===== src/hw/rtl/tcw_pkg.sv =====
// Shared constants and codes for the text console writer.
package tcw_pkg;

  // Default screen geometry
  localparam int unsigned ColumnsDef = 80;
  localparam int unsigned RowsDef    = 25;

  // Fixed field widths
  localparam int unsigned ModeW  = 2;
  localparam int unsigned CharW  = 8;
  localparam int unsigned IndexW = 11;
  localparam int unsigned PosW   = 11;
  localparam int unsigned AttrW  = 8;
  localparam int unsigned CellW  = 16;

  // Input modes
  localparam logic [ModeW-1:0] ModePut   = 2'd0;
  localparam logic [ModeW-1:0] ModeClear = 2'd1;
  localparam logic [ModeW-1:0] ModeRead  = 2'd2;
  localparam logic [ModeW-1:0] ModeNop   = 2'd3;

  // Control characters and blank
  localparam logic [CharW-1:0] ChNewline   = 8'h0A;
  localparam logic [CharW-1:0] ChBackspace = 8'h08;
  localparam logic [CharW-1:0] ChReturn    = 8'h0D;
  localparam logic [CharW-1:0] ChSpace     = 8'h20;

  // Attribute after reset
  localparam logic [AttrW-1:0] ResetAttr = 8'h0A;

  // APB register map
  localparam int unsigned      ApbAddrW    = 3;
  localparam int unsigned      ApbDataW    = 32;
  localparam logic [ApbAddrW-1:0] RegAttrAddr = 3'd0;

endpackage


===== src/hw/rtl/tcw_apb.sv =====
// APB register block holding the text attribute.
module tcw_apb import tcw_pkg::*; (
  input  logic                clk_i,
  input  logic                rst_ni,
  input  logic                psel,
  input  logic                penable,
  input  logic                pwrite,
  input  logic [ApbAddrW-1:0] paddr,
  input  logic [ApbDataW-1:0] pwdata,
  output logic [ApbDataW-1:0] prdata,
  output logic                pready,
  output logic [AttrW-1:0]    attr_o
);

  logic [AttrW-1:0] attr_q, attr_d;
  logic             wr_en;

  assign pready = 1'b1;
  assign wr_en  = psel && penable && pwrite && (paddr == RegAttrAddr);

  // attribute register
  always_comb begin
    attr_d = attr_q;
    if (wr_en) begin
      attr_d = pwdata[AttrW-1:0];
    end
  end

  always_ff @(posedge clk_i or negedge rst_ni) begin
    if (!rst_ni) begin
      attr_q <= ResetAttr;
    end else begin
      attr_q <= attr_d;
    end
  end

  // read back
  always_comb begin
    prdata = '0;
    if (paddr == RegAttrAddr) begin
      prdata = ApbDataW'(attr_q);
    end
  end

  assign attr_o = attr_q;

endmodule


===== config.mk =====
export PLATFORM = sky130hd
export DESIGN_NAME = tcw_apb
export DESIGN_NICKNAME = d
export VERILOG_FILES = /design/src/hw/rtl/tcw_pkg.sv /design/src/hw/rtl/tcw_apb.sv
export SDC_FILE = /design/constraint.sdc
export NUM_CORES = 1
export LEC_CHECK = 0
export ABC_CLOCK_PERIOD_IN_PS = 1000
export BUFFER_PORTS_ARGS = -buffer_cell sky130_fd_sc_hd__buf_2
export CORE_MARGIN = 3
export CORE_UTILIZATION = 30
export DETAILED_ROUTE_END_ITERATION = 8
export PLACE_DENSITY = 0.77
export SLEW_MARGIN = 20
export SYNTH_ARGS = -nofsm -noshare
export SYNTH_HDL_FRONTEND = slang
export SYNTH_SLANG_ARGS = --single-unit
export TNS_END_PERCENT = 10

===== constraint.sdc =====
create_clock -name clk_i -period 1 [get_ports clk_i]
set_input_delay 0.2 -clock clk_i [delete_from_list [all_inputs] [get_ports clk_i]]
set_output_delay 0.2 -clock clk_i [all_outputs]
set_load 0.005 [all_outputs]

### Word-level counts from Yosys, hierarchy flattened

Cells that the tools add are included.

| storage, ports and cells | value |
|---|---|
| flip-flop bits (word level) | 8 |
| bits of input ports | 40 |
| output and inout bits | 41 |
| word-level logic and storage cells | 6 |

| cells by class | value |
|---|---|
| multiplexer cells | 1 |
| reductions and logical operators | 4 |

Operators by type and width:

| operator | count |
|---|---|
| $mux 8 | 1 |
| $logic_and 1x1->1 | 3 |
| $logic_not 3->1 | 1 |

### Longest topological paths before layout

Gate-level depths: netlist of the first run.

| depth | value |
|---|---|
| depth in word-level cells | 3 |
| depth in mapped cells | 4 |
| mapped depth without buffers | 3 |

### Least setup slack after synthesis of the first run

Ideal clock, no wire load.

| timing path | value |
|---|---|
| kind | input to register |
| start point | in paddr[1] |
| end point | reg attr_q[0] (netlist: attr_o[0]) |
| library setup time | 125 ps |
| arrival | 1103 ps |
| data required time | 875 ps |
| setup slack | -228 ps |
| cell stages on the path | 4 |
| path buffers | 1 |
| path through | nor3_4 > and4_4 > buf_12 > mux2_4 |

| between the ends | value |
|---|---|
| word-level cells in the longest chain between the ends | 2 |

RTL lines:

| item | RTL line | RTL |
|---|---|---|
| from (decl) | tcw_apb.sv:8 | `input logic [ApbAddrW-1:0] paddr,` |
| $logic_not 3->1 | tcw_apb.sv:19 | `assign wr_en = psel && penable && pwrite && (paddr == RegAttrAddr);` |
| $logic_and 1x1->1 | tcw_apb.sv:19 |  |
| to (signal assigned) | tcw_apb.sv:31 | `attr_q <= ResetAttr;` |
| to (signal assigned) | tcw_apb.sv:33 | `attr_q <= attr_d;` |
| to (decl) | tcw_apb.sv:15 | `logic [AttrW-1:0] attr_q, attr_d;` |

No other way between the ends.
A chain may end at the register's enable or synchronous reset.

### Worst setup path after layout of the first run

| timing path | value |
|---|---|
| start point | reg attr_q[3] (netlist: attr_o[3]) |
| end point | out prdata[3] |

| between the ends | value |
|---|---|
| word-level cells in the longest chain between the ends | 1 |

RTL lines:

| item | RTL line | RTL |
|---|---|---|
| $mux 8 | tcw_apb.sv:40 | `if (paddr == RegAttrAddr) begin` |
| to (decl) | tcw_apb.sv:10 | `output logic [ApbDataW-1:0] prdata,` |

No other way between the ends.

==> impl_metrics.yaml, run 1 <==
timing:
  slew_violations: 0
  hold_viol_final: 0
  finalCritPeriodShare_pct: 120
  fin_worst_skew_ns: 0
  hold_ws_ns: 0.173
  setup_slack_ns: -0.203
  tns_ns: -1.22
  fmax_ghz: 0.832
  finalCriticalPeriod_ns: 1.20
  setup_viol: 11
  grt_setup_unrepaired: "yes"
setup_path:
  cp-startpoint: "attr_o[3]"
  startpoint_type: "register"
  crit_type: "reg2out"
  r2r_end: "attr_o[3]"
  r2r_start: "attr_o[3]"
  r2r_cells: 2
  cp-end-kind: "output port"
  reg2reg_slack_ns: 0.18
  endpoint: "prdata[3]"
  required_ns: 0.80
  crit_arrival_ns: 1.00
  crit_fanout: 3
route:
  drt_wl_total_um: 1270
  drt_iter0_drc: 0
  ant_nets: 0
  vias: 410
  wl_per_cell_um: 11.1
  drc: 0
  drtPass1Iterations: 1
  post_drt_via_cell_ratio: 3.60
clock_network:
  htree_levels: 1
  clock-sinks: 8
  clock_path_buffers: 2
  cts_tree: "done"
  clk_latency_ns: 0.25
  cts_buffers: 3
  root_buffer: "clkbuf_4"
  cts.clk_slew.worst_paths_ns: 0.06
finish:
  largest_reg_flops: 8
  layout_common_cells: "27 x buf_2, 25 x conb_1, 8 x and2_4, 8 x mux2_4, 6 x dfrtp_1"
  multi_input_area_um2: 312
  final_common_cell: "buf_2"
  n_antenna_cell: 0
  finalNonFillerCells: 114
  nFillCells: 195
  drive_gt1_share_pct: 62.9
  seq_area_um2: 203
  area_growth_pct: 24.2
  nNetsFinal: 130
power:
  switchingPower_mw: 0.275
  power-per-cell-area_nw_per_um2: 1310
  p_seq_share_pct: 44.4
  p_leak_nw: 0.450
  power_switching_share_pct: 27.1
  ir_drop_mv: 0.645
  power_frac_clock_pct: 26.8
  power_frac_comb_pct: 28.8
  p_int_mw: 0.739
placement:
  port_buffers: 31
  gp_congestion: 0.570
  post-dp-hpwl_um: 1020
  dp.cells: 108
global_routing:
  antenna_found_initial: 0
  grt_usage_pct: 9.29
  grt_pass1_wl_um: 1770
  grt_pass1_vias: 397
  grt_start_max_net_pins: 9
  grt.overflow.total: 0
yosys:
  postSynthAreaPerCell_um2: 11.6
  synth_cells: 54
  syn_area_um2: 626
  synth_top_area_cell: "buf_4"
  synthTopCellsByArea: "buf_4 30%, dfrtp_1 24%, mux2_4 19%"
  yosysTopAreaCellShare_pct: 30.0
  yosysSeqAreaShare_pct: 32.4
  yosysWarnings: 0
  synth_cell_type_count: 9
  ys_seq_elements: 8
min_path:
  hold_class: "in2reg"
  whs_path_depth: 2
die:
  core.rowCount: 15
  start_util_pct: 34.0
  dieArea_um2: 2670
  die_h_um: 51.7
  die_w_um: 51.7
  ios: 81
  core-area_um2: 1840
run_status:
  status: "finished, violations left"
  violations: "negative setup slack"
job:
  max-cap-violations: 0
## layout make-up
type                       instances  share of cell area, %
multi-input combinational         43                   40.1
timing repair buffer              34                   26.4
sequential                         8                   26.1
tap                               25                   4.03
clock buffer                       4                   3.38
## cell usage after synthesis (all sizes together)
cell type  number
mux2            8
dfstp           2
nor3            1
conb            2
and2            8
dfrtp           6
and4            1
buf            26
## power by group through the flow
stage	Sequential (mW)	Combinational [mW]	Clock [mW]
floorplan	0.449	0.202	0
global placement	0.450	0.256	0
detailed placement	0.453	0.261	0
CTS	0.453	0.291	0.289
global route	0.464	0.317	0.312
finish	0.450	0.292	0.272
## through the flow
stage | setup WS (ns) | cell area (µm²) | util [%] | power [mW]
floorplan | -0.225 | 712 | - | 0.651
CTS | -0.219 | 769 | 41.8 | 1.03
global placement | -0.269 | 698 | 38.0 | 0.706
detailed placement | -0.294 | 698 | 38.0 | 0.714
global route | -0.246 | 777 | 42.2 | 1.09
finish | -0.203 | 777 | 42.2 | 1.01
## worst min-delay path by stage
stage              start        end  slack [ns]
6_report       pwdata[5]  attr_o[5]        0.17
2_1_floorplan     rst_ni  attr_o[0]        -0.1
5_1_grt        pwdata[5]  attr_o[5]        0.16
3_5_place_dp      rst_ni  attr_o[4]        0.05
4_1_cts        pwdata[5]  attr_o[5]        0.16
3_3_place_gp      rst_ni  attr_o[4]        0.04
## metal layers
metal  vias to the layer above  track usage [%]  share of wire (%)
li1                        190                -                  -
met3                         0             3.72                 12
met4                         0             2.62                  0
met2                        34             16.3                 52
met5                         -                0                  0
met1                       186             10.3                 37
## cell families after synthesis
kind of cell | count (synthesis) | share of synthesized area (%)
flip-flops | 8 | 32.4
buffers and inverters | 26 | 33.2
multiplexers | 8 | 19.2
other | 2 | 1.20
AND/OR/NAND/NOR | 10 | 14.0
## worst max-delay path, cell delays in order, from the launching register on
cell and delay [ns]:
dfstp_2 0.54, and2_4 0.13, buf_6 0.08
## what timing repair did
| action | CTS | global route |
|---|---|---|
| gates resized for setup | 10 | 2 |
| setup buffers | 1 | 0 |
| endpoints found under the hold margin | 8 | 0 |
| setup endpoints to repair | 19 | 20 |
| hold buffers | 1 | 0 |
Note: power is estimated with default switching activity, not from simulation.
==> inputs of run 2 (changes only) <==
Settings changed: CTS_BUF_LIST set to sky130_fd_sc_hd__clkbuf_8 sky130_fd_sc_hd__clkbuf_16, REMOVE_ABC_BUFFERS set to 1.
==> impl_metrics.yaml, run 2 (synthesized netlist as in run 1, its figures left out) <==
clock_network:
  clk_latency_ns: 0.22
  clock-sinks: 8
  cts_tree: "done"
  cts.clk_slew.worst_paths_ns: 0.04
  cts_buffers: 3
  root_buffer: "clkbuf_8"
  htree_levels: 1
  clock_path_buffers: 2
die:
  die_w_um: 51.7
  die_h_um: 51.7
  ios: 81
  core.rowCount: 15
  dieArea_um2: 2670
  core-area_um2: 1840
  start_util_pct: 34.0
run_status:
  violations: "negative setup slack"
  status: "finished, violations left"
placement:
  port_buffers: 31
  gp_congestion: 0.658
  dp.cells: 108
  post-dp-hpwl_um: 983
  place_ws_ns: -0.320
setup_path:
  crit_arrival_ns: 0.97
  cp-end-kind: "output port"
  cpMaxStageDelayCell: "dfstp_2"
  startpoint_type: "register"
  r2r_start: "attr_o[1]"
  cp-startpoint: "attr_o[1]"
  crit_family: "flip-flops"
  crit_fanout: 3
  cp_num_buf_inv: 1
  critPathMaxStageDelay_ns: 0.53
  crit_type: "reg2out"
  required_ns: 0.80
  crit_chain: "and2_4, buf_6"
finish:
  drive_gt1_share_pct: 63.6
  layout_common_cells: "27 x buf_2, 25 x conb_1, 8 x mux2_4"
  n_antenna_cell: 0
  final_common_cell: "buf_2"
  nNetsFinal: 130
  largest_reg_flops: 8
  area_growth_pct: 25.4
  finalNonFillerCells: 113
timing:
  grt_setup_unrepaired: "yes"
  setup_viol: 18
  finalCritPeriodShare_pct: 117
  setup_slack_ns: -0.168
  fmax_ghz: 0.856
  hold_viol_final: 0
  slew_violations: 0
  finalCriticalPeriod_ns: 1.17
  fin_worst_skew_ns: 0
route:
  vias: 403
  ant_nets: 0
  wl_per_cell_um: 10.4
  drt_iter0_drc: 0
  drtPass1Iterations: 1
  post_drt_via_cell_ratio: 3.57
  drc: 0
  drt_wl_total_um: 1170
power:
  p_leak_nw: 0.453
  ir_drop_mv: 0.459
  power_frac_comb_pct: 25.8
  power_switching_share_pct: 23.6
  power_frac_clock_pct: 33.9
  p_int_mw: 0.843
  switchingPower_mw: 0.260
  p_seq_share_pct: 40.3
  power-per-cell-area_nw_per_um2: 1410
global_routing:
  antenna_found_initial: 0
  grt_start_max_net_pins: 9
  grt.overflow.total: 0
  grt_usage_pct: 8.51
  grt_pass1_wl_um: 1570
  grt_pass1_vias: 354
min_path:
  hold_class: "in2reg"
  min_from: "pwdata[1]"
job:
  max-cap-violations: 0
run 2: cell count changes in the layout (fill, tap and decap cells not counted), sizes merged:
cell    delta
clkbuf     -1
run 2: repair_timing:
item / in CTS / in global routing
hold buffers: 1 / 0
hold endpoints to repair: 6 / 0
gates cloned: 0 / 0
pin swaps: 1 / 1
buffers inserted: 1 / 0
resized for setup: 4 / 2
setup endpoints to repair: 18 / 18
run 2: worst paths after layout:
path,to,slack (ns),cells past startpoint
max in group asynchronous,attr_o[3],0.43,2
min in group asynchronous,attr_o[7],0.34,2
worst max register to register,attr_o[1],0.18,2
worst min register to register,attr_o[4],0.52,1
worst min-delay path,attr_o[1],0.21,2
worst max-delay path,prdata[1],-0.17,2
run 2: worst register-to-register path, delay by kind of cell (launching register included):
family / cells / cell delay (ns)
flip-flops: 1 / 0.36
buffers and inverters: 1 / 0.12
multiplexers: 1 / 0.26
run 2: final cells by class:
cell class / instances / area [µm²]
Fill cell: 167 / 1050
Multi-Input combinational cell: 43 / 304
Timing Repair Buffer: 34 / 205
Sequential cell: 8 / 203
Clock buffer: 3 / 41.3
Tap cell: 25 / 31.3
run 2: through the flow:
step                      hold slack, ns  power, mW  TNS [ns]  area (µm²)  utilization [%]
after detailed placement          0.0481      0.712     -3.51         698             38.0
after global placement            0.0440      0.702     -3.21         698             38.0
final                              0.205       1.10     -1.46         785             42.7
after CTS                          0.200       1.12     -1.54         777             42.2
after floorplan                  -0.0956      0.579     -1.57         504                -
after global routing               0.201       1.17     -1.90         785             42.7
run 2: power by group through the flow:
stage          Combinational (mW)  Clock (mW)  Sequential (mW)
3_3_place_gp                0.256           0            0.446
2_1_floorplan               0.130           0            0.449
3_5_place_dp                0.261           0            0.451
6_report                    0.285       0.374            0.445
4_1_cts                     0.285       0.391            0.446
5_1_grt                     0.309       0.408            0.454
run 2: layer usage:
layer | share of wire, % | vias up | GRT usage, %
met3 | 15 | 0 | 4.01
li1 | - | 188 | -
met4 | 0 | 0 | 5.24
met5 | 0 | - | 0
met1 | 37 | 178 | 8.69
met2 | 48 | 37 | 14.0
==> inputs of run 3 (changes only) <==
Settings changed: ABC_CLOCK_PERIOD_IN_PS 1000 to 1500.
Clock period 1 ns to 1.5 ns, I/O delays scaled along.
==> impl_metrics.yaml, run 3 (synthesized netlist as in run 1, its figures left out) <==
min_path:
  hold_class: "in2reg"
clock_network:
  htree_levels: 1
  cts_tree: "done"
  clk_latency_ns: 0.22
  postCtsSetupBuffers: 0
  root_buffer: "clkbuf_8"
  cts.clk_slew.worst_paths_ns: 0.04
  cts_buffers: 3
  cts-resized-gates: 0
  postCtsHoldBufs: 1
  clock_path_buffers: 2
  clock-sinks: 8
setup_path:
  required_ns: 1.20
  critPathMaxStageDelay_ns: 0.19
  cpMaxStageDelayCell: "nor3_4"
  crit_fanout: 8
  startpoint_type: "input port"
  crit_chain: "buf_2, nor3_4, buf_4, and2_2, buf_2"
  cp-end-kind: "output port"
  crit_arrival_ns: 1.01
  crit_type: "in2out"
  path_common_cell: "buf_2"
finish:
  post-route-util_pct: 40.7
  nFillCells: 198
  drive_gt1_share_pct: 63.2
  area_growth_pct: 19.8
  finalNonFillerCells: 112
  nNetsFinal: 129
  largest_reg_flops: 8
  final_common_cell: "buf_2"
  n_antenna_cell: 0
  layout_common_cells: "31 x buf_2, 25 x conb_1, 8 x and2_2, 8 x mux2_4, 6 x dfrtp_1"
timing:
  slew_violations: 0
  fmax_ghz: 0.762
  tns_ns: 0
  finalCritPeriodShare_pct: 87.5
  setup_slack_ns: 0.188
  finalCriticalPeriod_ns: 1.31
  hold_viol_final: 0
  grt_setup_unrepaired: "no"
  fin_worst_skew_ns: 0
  setup_viol: 0
die:
  start_util_pct: 34.0
  ios: 81
  die_w_um: 51.7
  core-area_um2: 1840
  dieArea_um2: 2670
  core.rowCount: 15
  die_h_um: 51.7
global_routing:
  grt_usage_pct: 8.50
  grt_start_max_net_pins: 9
  antenna_found_initial: 0
  grt_pass1_wl_um: 1560
  grt.overflow.total: 0
  grt_pass1_vias: 342
route:
  drt_iter0_drc: 0
  drt_wl_total_um: 1150
  post_drt_via_cell_ratio: 3.57
  wl_per_cell_um: 10.3
  drc: 0
  drtPass1Iterations: 1
  ant_nets: 0
  vias: 400
placement:
  post-dp-hpwl_um: 993
  place_ws_ns: 0.0815
  gp_congestion: 0.683
  port_buffers: 31
  dp.cells: 108
power:
  power-per-cell-area_nw_per_um2: 962
  ir_drop_mv: 0.314
  p_leak_nw: 0.441
  power_mw: 0.721
job:
  max-cap-violations: 0
run_status:
  status: "completed"
run 3: changes by cell type in the layout (fill, tap and decap cells not counted), sizes merged:
cell / change
buf: -1
run 3: path summary, 6_finish.rpt:
| kind | cells after the start | to | slack, ns | start |
|---|---|---|---|---|
| worst max-delay path | 5 | prdata[4] | 0.19 | paddr[1] |
| worst min-delay path | 2 | attr_o[0] | 0.31 | pwdata[0] |
| worst max register to register | 1 | attr_o[2] | 0.73 | attr_o[2] |
| worst min register to register | 1 | attr_o[4] | 0.53 | attr_o[4] |
| max in group asynchronous | 2 | attr_o[1] | 0.82 | rst_ni |
| min in group asynchronous | 2 | attr_o[0] | 0.45 | rst_ni |
run 3: final cells by class:
type	count	area, µm²	share of cell area (%)
well taps	25	31.3	4.17
flip-flops and latches	8	203	27.0
multi-input cells	43	302	40.2
repair buffers	33	173	23.0
clock buffers	3	41.3	5.51
run 3: worst max-delay path, delay by kind of cell:
| family | cells | cell delay, ns |
|---|---|---|
| AND/OR/NAND/NOR | 2 | 0.33 |
| buffers and inverters | 3 | 0.38 |
run 3: metal layers:
metal	up-vias	routed length (µm)	global-route usage (%)	share of wire, %
met4	0	0	6.55	0
met3	0	164	3.72	14
met2	37	556	13.6	48
li1	187	-	-	-
met1	176	430	8.66	37
met5	-	0	0	0
run 3: metrics by stage:
step	area, µm²	hold WS [ns]
2_1_floorplan	504	0.00441
3_3_place_gp	698	0.145
3_5_place_dp	698	0.150
4_1_cts	749	0.298
5_1_grt	749	0.297
6_report	749	0.306
run 3: power by group:
group	switching (mW)	leakage, nW	internal [mW]
registers	0.0293	0.0976	0.267
clock network	0.0760	0.0216	0.173
logic	0.0663	0.322	0.109
